**config.mk**
```make
export PLATFORM = sky130hd
export DESIGN_NAME = sorted_priority_queue
export DESIGN_NICKNAME = d
export VERILOG_FILES = /design/src/rtl/spq_pkg.sv /design/src/rtl/spq_ctrl.sv /design/src/rtl/sorted_priority_queue.sv
export VERILOG_INCLUDE_DIRS = /design/src /design/src/rtl
export SDC_FILE = /design/constraint.sdc
export NUM_CORES = 1
export LEC_CHECK = 0
export BUFFER_PORTS_ARGS = -buffer_cell sky130_fd_sc_hd__buf_2
export CORE_UTILIZATION = 50
export DETAILED_ROUTE_END_ITERATION = 10
export GPL_TIMING_DRIVEN = 0
export HOLD_SLACK_MARGIN = 0.02
export PLACE_DENSITY = 0.7
export SYNTH_ARGS = -nofsm -noshare
export SYNTH_HDL_FRONTEND = slang
export SYNTH_SLANG_ARGS = --single-unit
```
**constraint.sdc**
```tcl
create_clock -name clk -period 4.1 [get_ports clk]
set_input_delay 0.615 -clock clk [delete_from_list [all_inputs] [get_ports clk]]
set_output_delay 0.615 -clock clk [all_outputs]
set_load 0.03 [all_outputs]
```
**src/rtl/sorted_priority_queue_assert.svh**
```systemverilog
// Assertion macros shared by the sorted priority queue RTL.
// Needs nothing else; the modules that check their own logic include it.
`ifndef SORTED_PRIORITY_QUEUE_ASSERT_SVH
`define SORTED_PRIORITY_QUEUE_ASSERT_SVH

// The consequent must hold in the same cycle as the antecedent.
`define SPQ_ASSERT_NOW(label, clk, rst_n, ante, cons, msg) \
  label: assert property (@(posedge clk) disable iff (!rst_n) (ante) |-> (cons)) \
    else $error(msg);

// The consequent must hold in the cycle after the antecedent.
`define SPQ_ASSERT_NEXT(label, clk, rst_n, ante, cons, msg) \
  label: assert property (@(posedge clk) disable iff (!rst_n) (ante) |=> (cons)) \
    else $error(msg);

`endif

```
**src/rtl/spq_pkg.sv**
```systemverilog
// Shared types and constants of the sorted priority queue.
// Used by spq_ctrl and sorted_priority_queue; depends on nothing.
package spq_pkg;

  localparam int PRIO_W    = 4;
  localparam int DATA_W    = 32;
  localparam int ENTRY_W   = PRIO_W + DATA_W;
  localparam int TDATA_W   = ((ENTRY_W + 7) / 8) * 8;
  localparam int TD_PAD_W  = TDATA_W - ENTRY_W;
  localparam int STATUS_W  = 2;

  typedef enum logic {
    OP_ENQ = 1'b0,
    OP_DEQ = 1'b1
  } op_t;

  typedef enum logic [STATUS_W-1:0] {
    ST_ENQUEUED = 2'd0,
    ST_DEQUEUED = 2'd1,
    ST_EMPTY    = 2'd2,
    ST_FULL     = 2'd3
  } status_t;

  typedef struct packed {
    logic [PRIO_W-1:0] prio;
    logic [DATA_W-1:0] payload;
  } entry_t;

  typedef struct packed {
    status_t           status;
    logic [PRIO_W-1:0] prio;
    logic [DATA_W-1:0] payload;
  } result_t;

endpackage

```
**src/rtl/spq_ctrl.sv**
```systemverilog
// Queue controller: the circular entry memory, head/tail/count and the sequencer.
// Depends on spq_pkg and the assertion macros in sorted_priority_queue_assert.svh.
`include "sorted_priority_queue_assert.svh"

module spq_ctrl #(
  parameter int QUEUE_DEPTH = 16
) (
  input  logic                       clk,
  input  logic                       rst_n,
  input  logic                       in_valid,
  output logic                       in_ready,
  input  spq_pkg::op_t               in_op,
  input  logic [spq_pkg::PRIO_W-1:0] in_prio,
  input  logic [spq_pkg::DATA_W-1:0] in_payload,
  output logic                       res_valid,
  input  logic                       res_ready,
  output spq_pkg::result_t           res
);

  localparam int AW = $clog2(QUEUE_DEPTH);
  localparam int CW = $clog2(QUEUE_DEPTH + 1);

  typedef enum logic [3:0] {
    S_IDLE = 4'b0001,
    S_WALK = 4'b0010,
    S_DRD  = 4'b0100,
    S_DONE = 4'b1000
  } state_t;

  state_t           state_r, state_nxt;
  logic [AW-1:0]    head_r, head_nxt;
  logic [AW-1:0]    tail_r, tail_nxt;
  logic [CW-1:0]    count_r, count_nxt;
  logic [AW-1:0]    wr_pos_r, wr_pos_nxt;
  logic [AW-1:0]    rd_addr_r, rd_addr_nxt;
  logic [CW-1:0]    rem_r, rem_nxt;
  spq_pkg::entry_t  new_r, new_nxt;
  spq_pkg::result_t res_r, res_nxt;

  // Entry memory, one write and one registered read per cycle.
  spq_pkg::entry_t  store_r [QUEUE_DEPTH];
  spq_pkg::entry_t  rdata_r;
  logic             mem_we;
  logic [AW-1:0]    mem_waddr;
  logic [AW-1:0]    mem_raddr;
  spq_pkg::entry_t  mem_wdata;

  function automatic logic [AW-1:0] addr_inc(input logic [AW-1:0] a);
    if (a == AW'(QUEUE_DEPTH - 1)) return '0;
    return a + AW'(1);
  endfunction

  function automatic logic [AW-1:0] addr_dec(input logic [AW-1:0] a);
    if (a == '0) return AW'(QUEUE_DEPTH - 1);
    return a - AW'(1);
  endfunction

  always_ff @(posedge clk) begin
    if (mem_we) begin
      store_r[mem_waddr] <= mem_wdata;
    end
    rdata_r <= store_r[mem_raddr];
  end

  // The insertion walk runs from the tail toward the head. Each cycle it writes
  // one slot and reads the slot two below it, so a read never targets a slot
  // that is still waiting to be written and no forwarding is needed.
  always_comb begin
    state_nxt   = state_r;
    head_nxt    = head_r;
    tail_nxt    = tail_r;
    count_nxt   = count_r;
    wr_pos_nxt  = wr_pos_r;
    rd_addr_nxt = rd_addr_r;
    rem_nxt     = rem_r;
    new_nxt     = new_r;
    res_nxt     = res_r;
    mem_we      = 1'b0;
    mem_waddr   = wr_pos_r;
    mem_wdata   = new_r;
    mem_raddr   = head_r;
    case (state_r)
      S_IDLE: begin
        if (in_op == spq_pkg::OP_ENQ) begin
          mem_raddr = addr_dec(tail_r);
        end
        if (in_valid) begin
          if (in_op == spq_pkg::OP_ENQ) begin
            if (count_r == CW'(QUEUE_DEPTH)) begin
              res_nxt   = '{status: spq_pkg::ST_FULL, prio: '0, payload: '0};
              state_nxt = S_DONE;
            end else begin
              wr_pos_nxt  = tail_r;
              rd_addr_nxt = addr_dec(tail_r);
              rem_nxt     = count_r;
              new_nxt     = '{prio: in_prio, payload: in_payload};
              state_nxt   = S_WALK;
            end
          end else begin
            if (count_r == '0) begin
              res_nxt   = '{status: spq_pkg::ST_EMPTY, prio: '0, payload: '0};
              state_nxt = S_DONE;
            end else begin
              state_nxt = S_DRD;
            end
          end
        end
      end
      S_WALK: begin
        mem_we    = 1'b1;
        mem_raddr = addr_dec(rd_addr_r);
        // Stop behind the first entry that is at least as urgent, which keeps
        // equal priorities in arrival order.
        if (rem_r == '0 || rdata_r.prio <= new_r.prio) begin
          mem_wdata = new_r;
          tail_nxt  = addr_inc(tail_r);
          count_nxt = count_r + CW'(1);
          res_nxt   = '{status: spq_pkg::ST_ENQUEUED, prio: '0, payload: '0};
          state_nxt = S_DONE;
        end else begin
          mem_wdata   = rdata_r;
          wr_pos_nxt  = rd_addr_r;
          rd_addr_nxt = addr_dec(rd_addr_r);
          rem_nxt     = rem_r - CW'(1);
        end
      end
      S_DRD: begin
        res_nxt   = '{status: spq_pkg::ST_DEQUEUED, prio: rdata_r.prio,
                      payload: rdata_r.payload};
        head_nxt  = addr_inc(head_r);
        count_nxt = count_r - CW'(1);
        state_nxt = S_DONE;
      end
      S_DONE: begin
        if (res_ready) begin
          state_nxt = S_IDLE;
        end
      end
      default: begin
        state_nxt = S_IDLE;
      end
    endcase
  end

  always_ff @(posedge clk) begin
    if (!rst_n) begin
      state_r <= S_IDLE;
      head_r  <= '0;
      tail_r  <= '0;
      count_r <= '0;
    end else begin
      state_r <= state_nxt;
      head_r  <= head_nxt;
      tail_r  <= tail_nxt;
      count_r <= count_nxt;
    end
  end

  always_ff @(posedge clk) begin
    wr_pos_r  <= wr_pos_nxt;
    rd_addr_r <= rd_addr_nxt;
    rem_r     <= rem_nxt;
    new_r     <= new_nxt;
    res_r     <= res_nxt;
  end

  assign in_ready  = (state_r == S_IDLE);
  assign res_valid = (state_r == S_DONE);
  assign res       = res_r;

  `SPQ_ASSERT_NOW(a_ptr_count, clk, rst_n, head_r == tail_r,
    count_r == '0 || count_r == CW'(QUEUE_DEPTH), "head equals tail with a partial count")
  `SPQ_ASSERT_NOW(a_walk_bound, clk, rst_n, state_r == S_WALK, rem_r <= count_r,
    "insertion walk runs past the head")
  `SPQ_ASSERT_NOW(a_no_overlap, clk, rst_n, mem_we && rem_r > CW'(1),
    mem_waddr != mem_raddr, "walk reads the slot it writes")
  `SPQ_ASSERT_NEXT(a_count_hold, clk, rst_n, state_r != S_WALK && state_r != S_DRD,
    $stable(count_r), "entry count changed outside an update")

endmodule

```
**src/rtl/sorted_priority_queue.sv**
```systemverilog
// Top level of the sorted priority queue: stream ports and the result register.
// Depends on spq_pkg and spq_ctrl.
//
// A bounded priority queue of QUEUE_DEPTH entries. Each input item is either
// an enqueue of a 4-bit priority (0 is most urgent) with a 32-bit payload, or
// a dequeue of the most urgent entry; among equal priorities the oldest entry
// leaves first. Every item yields exactly one result item whose tuser carries
// the status: enqueued, dequeued, queue empty (dequeue on an empty queue) or
// queue full (the new entry is dropped). Only a dequeued result carries a
// priority and payload; all other results carry zeros there. Entries sit in a
// circular single-port-write, registered-read memory kept in priority order,
// so a dequeue only advances the head pointer, while an enqueue walks from the
// tail toward the head moving one larger-priority entry up per cycle. The
// block takes one item at a time. A dequeue reads the head entry and then
// posts its result; a dropped enqueue or empty dequeue posts its result at
// once; an enqueue walks past every stored entry with a larger priority
// value than the new one before it writes the new entry and posts its result.
// A finished result moves into the output register, so the next item is
// accepted while a result is still waiting downstream. The memory needs no
// clearing after reset: only slots between head and tail are ever read.
module sorted_priority_queue #(
  parameter int QUEUE_DEPTH = 16
) (
  input  logic                        clk,
  input  logic                        rst_n,
  input  logic                        in_tvalid,
  output logic                        in_tready,
  // Fields from bit 0: priority_req[3:0], payload[35:4], zero pad [39:36].
  input  logic [spq_pkg::TDATA_W-1:0] in_tdata,
  // Fields from bit 0: op[0].
  input  logic [0:0]                  in_tuser,
  output logic                        out_tvalid,
  input  logic                        out_tready,
  // Fields from bit 0: out_priority[3:0], out_payload[35:4], zero pad [39:36].
  output logic [spq_pkg::TDATA_W-1:0] out_tdata,
  // Fields from bit 0: status[1:0].
  output logic [spq_pkg::STATUS_W-1:0] out_tuser
);

  logic             res_valid;
  logic             res_ready;
  spq_pkg::result_t res;
  spq_pkg::op_t     in_op;

  logic             out_valid_r, out_valid_nxt;
  spq_pkg::result_t out_res_r, out_res_nxt;

  // The tuser bit selects the operation.
  assign in_op = spq_pkg::op_t'(in_tuser[0]);

  spq_ctrl #(
    .QUEUE_DEPTH(QUEUE_DEPTH)
  ) u_ctrl (
    .clk        (clk),
    .rst_n      (rst_n),
    .in_valid   (in_tvalid),
    .in_ready   (in_tready),
    .in_op      (in_op),
    .in_prio    (in_tdata[spq_pkg::PRIO_W-1:0]),
    .in_payload (in_tdata[spq_pkg::ENTRY_W-1:spq_pkg::PRIO_W]),
    .res_valid  (res_valid),
    .res_ready  (res_ready),
    .res        (res)
  );

  // The output register frees the controller as soon as it holds a result,
  // and takes the next one in the same cycle that the current one leaves.
  assign res_ready = !out_valid_r || out_tready;

  always_comb begin
    out_valid_nxt = out_valid_r;
    out_res_nxt   = out_res_r;
    if (res_ready) begin
      out_valid_nxt = res_valid;
      if (res_valid) begin
        out_res_nxt = res;
      end
    end
  end

  always_ff @(posedge clk) begin
    if (!rst_n) begin
      out_valid_r <= 1'b0;
    end else begin
      out_valid_r <= out_valid_nxt;
    end
  end

  always_ff @(posedge clk) begin
    out_res_r <= out_res_nxt;
  end

  assign out_tvalid = out_valid_r;
  assign out_tdata  = {{spq_pkg::TD_PAD_W{1'b0}}, out_res_r.payload, out_res_r.prio};
  assign out_tuser  = out_res_r.status;

endmodule
```
## Yosys cells after proc, flatten, opt, wreduce, memory -nomap -nowiden

Memory sizes are Yosys's and may differ from the RTL's. A register that Yosys moved wholly into a read port is not among the register bits.
Cells that the tools add are included.

- Logic and storage cells: 122
- Output and inout bits: 44
- Memories kept: 1
- Register bits: 143
- Memory bits (writable): 576

Memory list:

| memory | words | bits a word | read ports | clocked after Yosys merged registers in | wr ports | RTL line | text |
|---|---|---|---|---|---|---|---|
| u_ctrl.store_r | 16 | 36 | 1 | 1 | 1 | spq_ctrl.sv:41 | `spq_pkg::entry_t store_r [QUEUE_DEPTH];` |

- Add/sub/neg operators: 7
- Multiplexer cells: 63
- Order comparisons: 1
- Eq/ne operators: 15
- Bitwise logic cells: 2
- Reductions and logical operators: 17

Operator list:

| operator | count |
|---|---|
| 38-bit 2-to-1 mux | 5 |
| 38-bit one-hot mux with 3 select lines | 1 |
| 4-bit 2-to-1 mux | 25 |
| 36-bit 2-to-1 mux | 2 |
| 5-bit 2-to-1 mux | 5 |
| 4-bit one-hot mux with 2 select lines | 3 |
| 5-bit one-hot mux with 2 select lines | 2 |
| 1-bit 2-to-1 mux | 19 |
| 4-bit one-hot mux with 4 select lines | 1 |
| 4-bit equality test (second input constant) | 3 |
| 5-bit zero test | 2 |
| 5-bit AND reduction | 2 |
| 5-bit by 1-bit subtractor with 5-bit output (second input constant) | 2 |
| 4-bit by 1-bit adder with 4-bit output (second input constant) | 2 |
| 4-bit zero test | 2 |
| 2-bit inequality test (second input constant) | 4 |
| 4-bit by 1-bit subtractor with 4-bit output (second input constant) | 2 |
| 2-bit AND reduction | 3 |
| 5-bit by 1-bit adder with 5-bit output (second input constant) | 1 |
| 5-bit equality test (second input constant) | 1 |
| 4-bit by 1-bit equality test with 1-bit output (second input constant) | 1 |
| 4-bit by 2-bit equality test with 1-bit output (second input constant) | 1 |
| 4-bit by 3-bit equality test with 1-bit output (second input constant) | 1 |
| 4-bit <= comparator | 1 |
| other kinds (10) | 14 |

## Logic depth before layout (Yosys ltp)

- Word-level depth: 11
- Gate-level depth with buffers: 11
- Mapped depth without buffers: 9

## Hierarchy

A second synthesis with hierarchy kept.

- Cells, all modules: 2,046
- Area total of the unflattened synthesis: 29,065.4 µm²

Modules (own cells, without submodules):

| module | cells each | times used | area an instance (µm²) | sequential area each (µm²) |
|---|---|---|---|---|
| spq_ctrl | 1,998 | 1 | 27,832.9 | 20,970.1 |
| sorted_priority_queue | 48 | 1 | 1,232.4 | 1,161.1 |

## Worst setup path before layout

Ideal clock, no wire load.

- Path type: reg-to-reg
- From: reg u_ctrl.state_r[0]
- To: mem u_ctrl.store_r[0][0] (netlist bit) (enable)
- Stages on the path, launching flop included: 5
- Buffers on the path: 1
- Setup time: 474 ps
- Setup slack: -241 ps
- Arrival time: 3,867 ps
- Period minus slack after synthesis: 4,341 ps
- Cell sequence: dfxtp_1 or4b_1 buf_2 or3_1 nor3_1

- Longest elaborated chain between the ends: 4

RTL lines:

| what | RTL line | text |
|---|---|---|
| start, declared | spq_ctrl.sv:30 | `state_t state_r, state_nxt;` |
| start signal, assigned | spq_ctrl.sv:152 | `state_r <= state_nxt;` |
| 4-bit by 2-bit equality test with 1-bit output | -- |  |
| 1-bit 2-to-1 mux | spq_ctrl.sv:82 | `case (state_r)` |
| 1-bit 2-to-1 mux | spq_ctrl.sv:59 | `if (mem_we) begin` |
| 1-bit 2-to-1 mux (implied by the code) | spq_ctrl.sv:60 | `store_r[mem_waddr] <= mem_wdata;` |
| end, declared | spq_ctrl.sv:41 |  |

Every way passes these cells.

## Final worst setup path

- From: reg u_ctrl.rd_addr_r[0]
- To: reg, netlist name u_ctrl.rdata_r[32]

- Longest elaborated chain between the ends: 5
- Elaborated cells on any way between the ends: 6

RTL lines:

| what | RTL line | text |
|---|---|---|
| start, declared | spq_ctrl.sv:35 | `logic [AW-1:0] rd_addr_r, rd_addr_nxt;` |
| start signal, assigned | spq_ctrl.sv:161 | `rd_addr_r <= rd_addr_nxt;` |
| branches (longest 3 deep; another with 4-bit by 1-bit subtractor with 4-bit output) | -- |  |
| 4-bit 2-to-1 mux (*) | spq_ctrl.sv:55 | `return a - AW'(1);` |
| 4-bit one-hot mux with 2 select lines (*) | spq_ctrl.sv:82 |  |

Every way passes the cells marked *. The select of a mux whose other input is x is not followed.
A chain may end at the register's enable or synchronous reset.

==> results_dict.tcl <==
set metrics [dict create \
    status "finished, final reports clean" \
    fmax_ghz 0.250 \
    p_clk_frac 0.390 \
    die_w_um 243 \
    final-instance-count-excl-fill 2835 \
    port_buffers 80 \
    hold_path.class "primary input to flop" \
    cts_buffer_depth 3 \
    final-setup-viol-count 0 \
    fp.dieH_um 243 \
    wl_met1_um 28600 \
    critPathLaunchType "flop" \
    finalCriticalPeriod_ns 4.00 \
    path_clk_slew_ns 0.06 \
    path_class "flop to flop" \
    cp_slowest_cell "clkbuf_1" \
    wl_met2_um 34600 \
    setup_slack_ns 0.0987 \
    hold_violations 0 \
    cpLargestDelayFamily "buffers and inverters" \
    post_drt_wl_per_cell_um 25.1 \
    fin_area_sq_um 33300 \
    io_pins 89 \
    slew_headroom 0.267 \
    clk_latency_ns 0.61 \
    critPathCaptureType "flop" \
    power_density_nw_per_um2 495 \
    power.leakage_nw 11.6 \
    layout.nets 2083 \
    ctsHoldBuffers 0 \
    power_frac_comb 0.084 \
    cts.htree.levels 3 \
    grt_max_degree 26 \
    route.vias.total 17100 \
    track_usage 0.242 \
    drt-vias-per-instance 6.02 \
    drv_slew 0 \
    utilization 0.585 \
    area_delta_synth_final_pct 14.8 \
    power_frac_seq 0.526 \
    first_iter_violations 1981 \
    dp_hpwl_um 46400 \
    vdd_ir_drop_max_mv 0.273 \
    dieArea_sq_um 58900 \
    maxCapViolCount 0 \
    cts_resized 0 \
    antennaDiodeCount 0 \
    dr_wl_met3_um 5810 \
    top_layer "met4" \
    grt_antenna_before_repair 0 \
    crit_top_cell "clkbuf_1" \
    seq_area_frac_synth 0.764 \
    rsz0062_at_grt "false" \
    path_cells "inv_1, ha_1, or3b_2, a21o_1, nand3_1, clkbuf_1, clkbuf_1, nand2_1, a221oi_1, or4_1" \
    placed_area_sq_um 31000 \
    place_congestion 0.874 \
    numCtsBuffers 77 \
    synth_flop_cell "edfxtp_1" \
    critPathRequiredTime_ns 4.65 \
    critPathMaxFanout 10 \
    synth_cells 1837 \
    grt_pass1_vias 16800 \
    drtPass1Iterations 6 \
    timing.final.crit_share 0.976 \
    p_int_w 0.0126 \
    switchingPower_w 0.00382 \
    drive_above_1_share 0.155 \
    fin_skew_ns 0.0158 \
    synth-seq-cells 755 \
    async_reset_ff_frac 0 \
    grt_pass1_wl_um 105000 \
    cts_sinks 755 \
    yosys_warnings 0 \
    sw_frac_of_total 0.232 \
    syn_avg_cell_area_sq_um 15.8 \
    drtAntennaViolNets 0 \
    cpPeakStageDelay_ns 0.67 \
    drc 0 \
    rows 87 \
    arrival_ns 4.55 \
    synth_cell_types 58 \
    post_cts_buffers 0 \
    initial_core_util 0.510 \
    wirelength_um 71200 \
    cts_tree "built" \
    clockRootBuffer "clkbuf_16" \
    crit_buf_inv 3 \
    placed_cells 2701 \
    pre_cts_ws_ns 0.250 \
    syn_area_sq_um 29000 \
    synth_edf_count 701 \
    tightest_slew_ns 1.10 \
    core_sq_um 56800 \
    globalRoute.totalOverflow 0 \
]
==> worst paths after layout <==
check	start	end	slack, ns	cells after the start
worst max-delay path	u_ctrl.rd_addr_r[0]$_DFFE_PP_	u_ctrl.rdata_r[32]$_DFF_P_	0.1	10
worst min-delay path	in_tdata[25]	u_ctrl.new_r[21]$_DFFE_PP_	0.18	1
worst max register to register	u_ctrl.rd_addr_r[0]$_DFFE_PP_	u_ctrl.rdata_r[32]$_DFF_P_	0.1	10
worst min register to register	u_ctrl.res[4]$_DFFE_PP_	out_tdata[8]$_DFFE_PP_	0.41	0
==> cell families after synthesis <==
group	Yosys count	share of synthesized area
adders and majority gates	14	0.00631
other	1	0.000130
xor gates and xnor gates	10	0.00302
buffers and inverters	138	0.0231
and+or+nand+nor	410	0.0648
DFF	755	0.764
AOI/OAI and AO/OA	369	0.0899
muxes	140	0.0484
==> layer usage <==
metal  vias up  global-route usage
li1       7524                   -
met1      8540               0.322
met2       861               0.396
met3       145              0.0432
met4         0              0.0938
met5         -                   0
==> registers in the layout, summed over array words and instances, names as in the netlist <==
register	flops
u_ctrl.state_r	4
u_ctrl.mem_waddr	4
u_ctrl.head_r	4
out_tvalid	1
u_ctrl.count_r	5
out_tdata	36
u_ctrl.tail_r	4
u_ctrl.store_r	576
u_ctrl.res	38
u_ctrl.rdata_r	36
u_ctrl.rd_addr_r	4
u_ctrl.rem_r	5
out_tuser	2
u_ctrl.new_r	36
==> cells in the final DEF, fill, tap and decap left out, types with 15 or more instances in the layout <==
master and n:
a21oi_1 137, clkbuf_16 78, edfxtp_1 701, clkbuf_1 80
mux2i_1 140, buf_12 15, nand2_1 271, a221oi_1 146
dfxtp_1 54, inv_1 21, and2_1 36, a21oi_2 30
o21ai_0 18, or4_1 37, buf_2 124
==> cells in the mapped netlist, types with 4 or more instances <==
master	n	area, sq um
a31oi_1	4	25.0
ha_1	13	163
or4_1	37	278
dfxtp_1	54	1080
buf_2	44	220
xnor2_1	6	52.6
nor2_1	26	97.6
nand3_1	10	50.1
buf_4	9	67.6
nand2_1	271	1020
a21oi_2	30	263
edfxtp_1	701	21100
o21ai_0	22	110
clkbuf_1	52	195
inv_1	22	82.6
buf_6	8	90.1
nor4b_1	4	35.0
a21oi_1	138	691
a21o_1	4	30.0
and2_1	36	225
a221oi_1	146	1280
mux2i_1	140	1400
nor3_1	8	40.0
xor2_1	4	35.0
==> worst register-to-register path, cell delays in order, from the launching register on <==
cell and delay, ns:
edfxtp_1 0.48, inv_1 0.11, ha_1 0.20, or3b_2 0.47, a21o_1 0.21, nand3_1 0.33, clkbuf_1 0.68, clkbuf_1 0.65
nand2_1 0.11, a221oi_1 0.50, or4_1 0.21
==> power groups by stage <==
| stage | combinational (W) | sequential [W] | clock [W] |
|---|---|---|---|
| 2_1_floorplan | 0.000850 | 0.00879 | 0 |
| 3_3_place_gp | 0.00131 | 0.00883 | 0 |
| 3_5_place_dp | 0.00136 | 0.00882 | 0 |
| 4_1_cts | 0.00137 | 0.00866 | 0.00647 |
| 5_1_grt | 0.00147 | 0.00867 | 0.00677 |
| 6_report | 0.00139 | 0.00866 | 0.00642 |
==> through the flow <==
step                      setup TNS, ns  hold WS, ns  power [W]
after detailed placement              0        0.405     0.0102
final                                 0        0.178     0.0165
after CTS                             0        0.155     0.0165
after global routing                  0        0.167     0.0169
after floorplan                       0        0.400    0.00964
after global placement          -531.40        0.401     0.0101
==> final cells by class <==
class	instances	area (sq um)
Buffer	114	577
Clock buffer	114	2170
Clock inverter	20	114
Fill cell	4235	23600
Inverter	24	91.3
Multi-Input combinational cell	947	6320
Sequential cell	755	22100
Tap cell	756	946
Timing Repair Buffer	105	902
(Power assumes the default switching activity.)
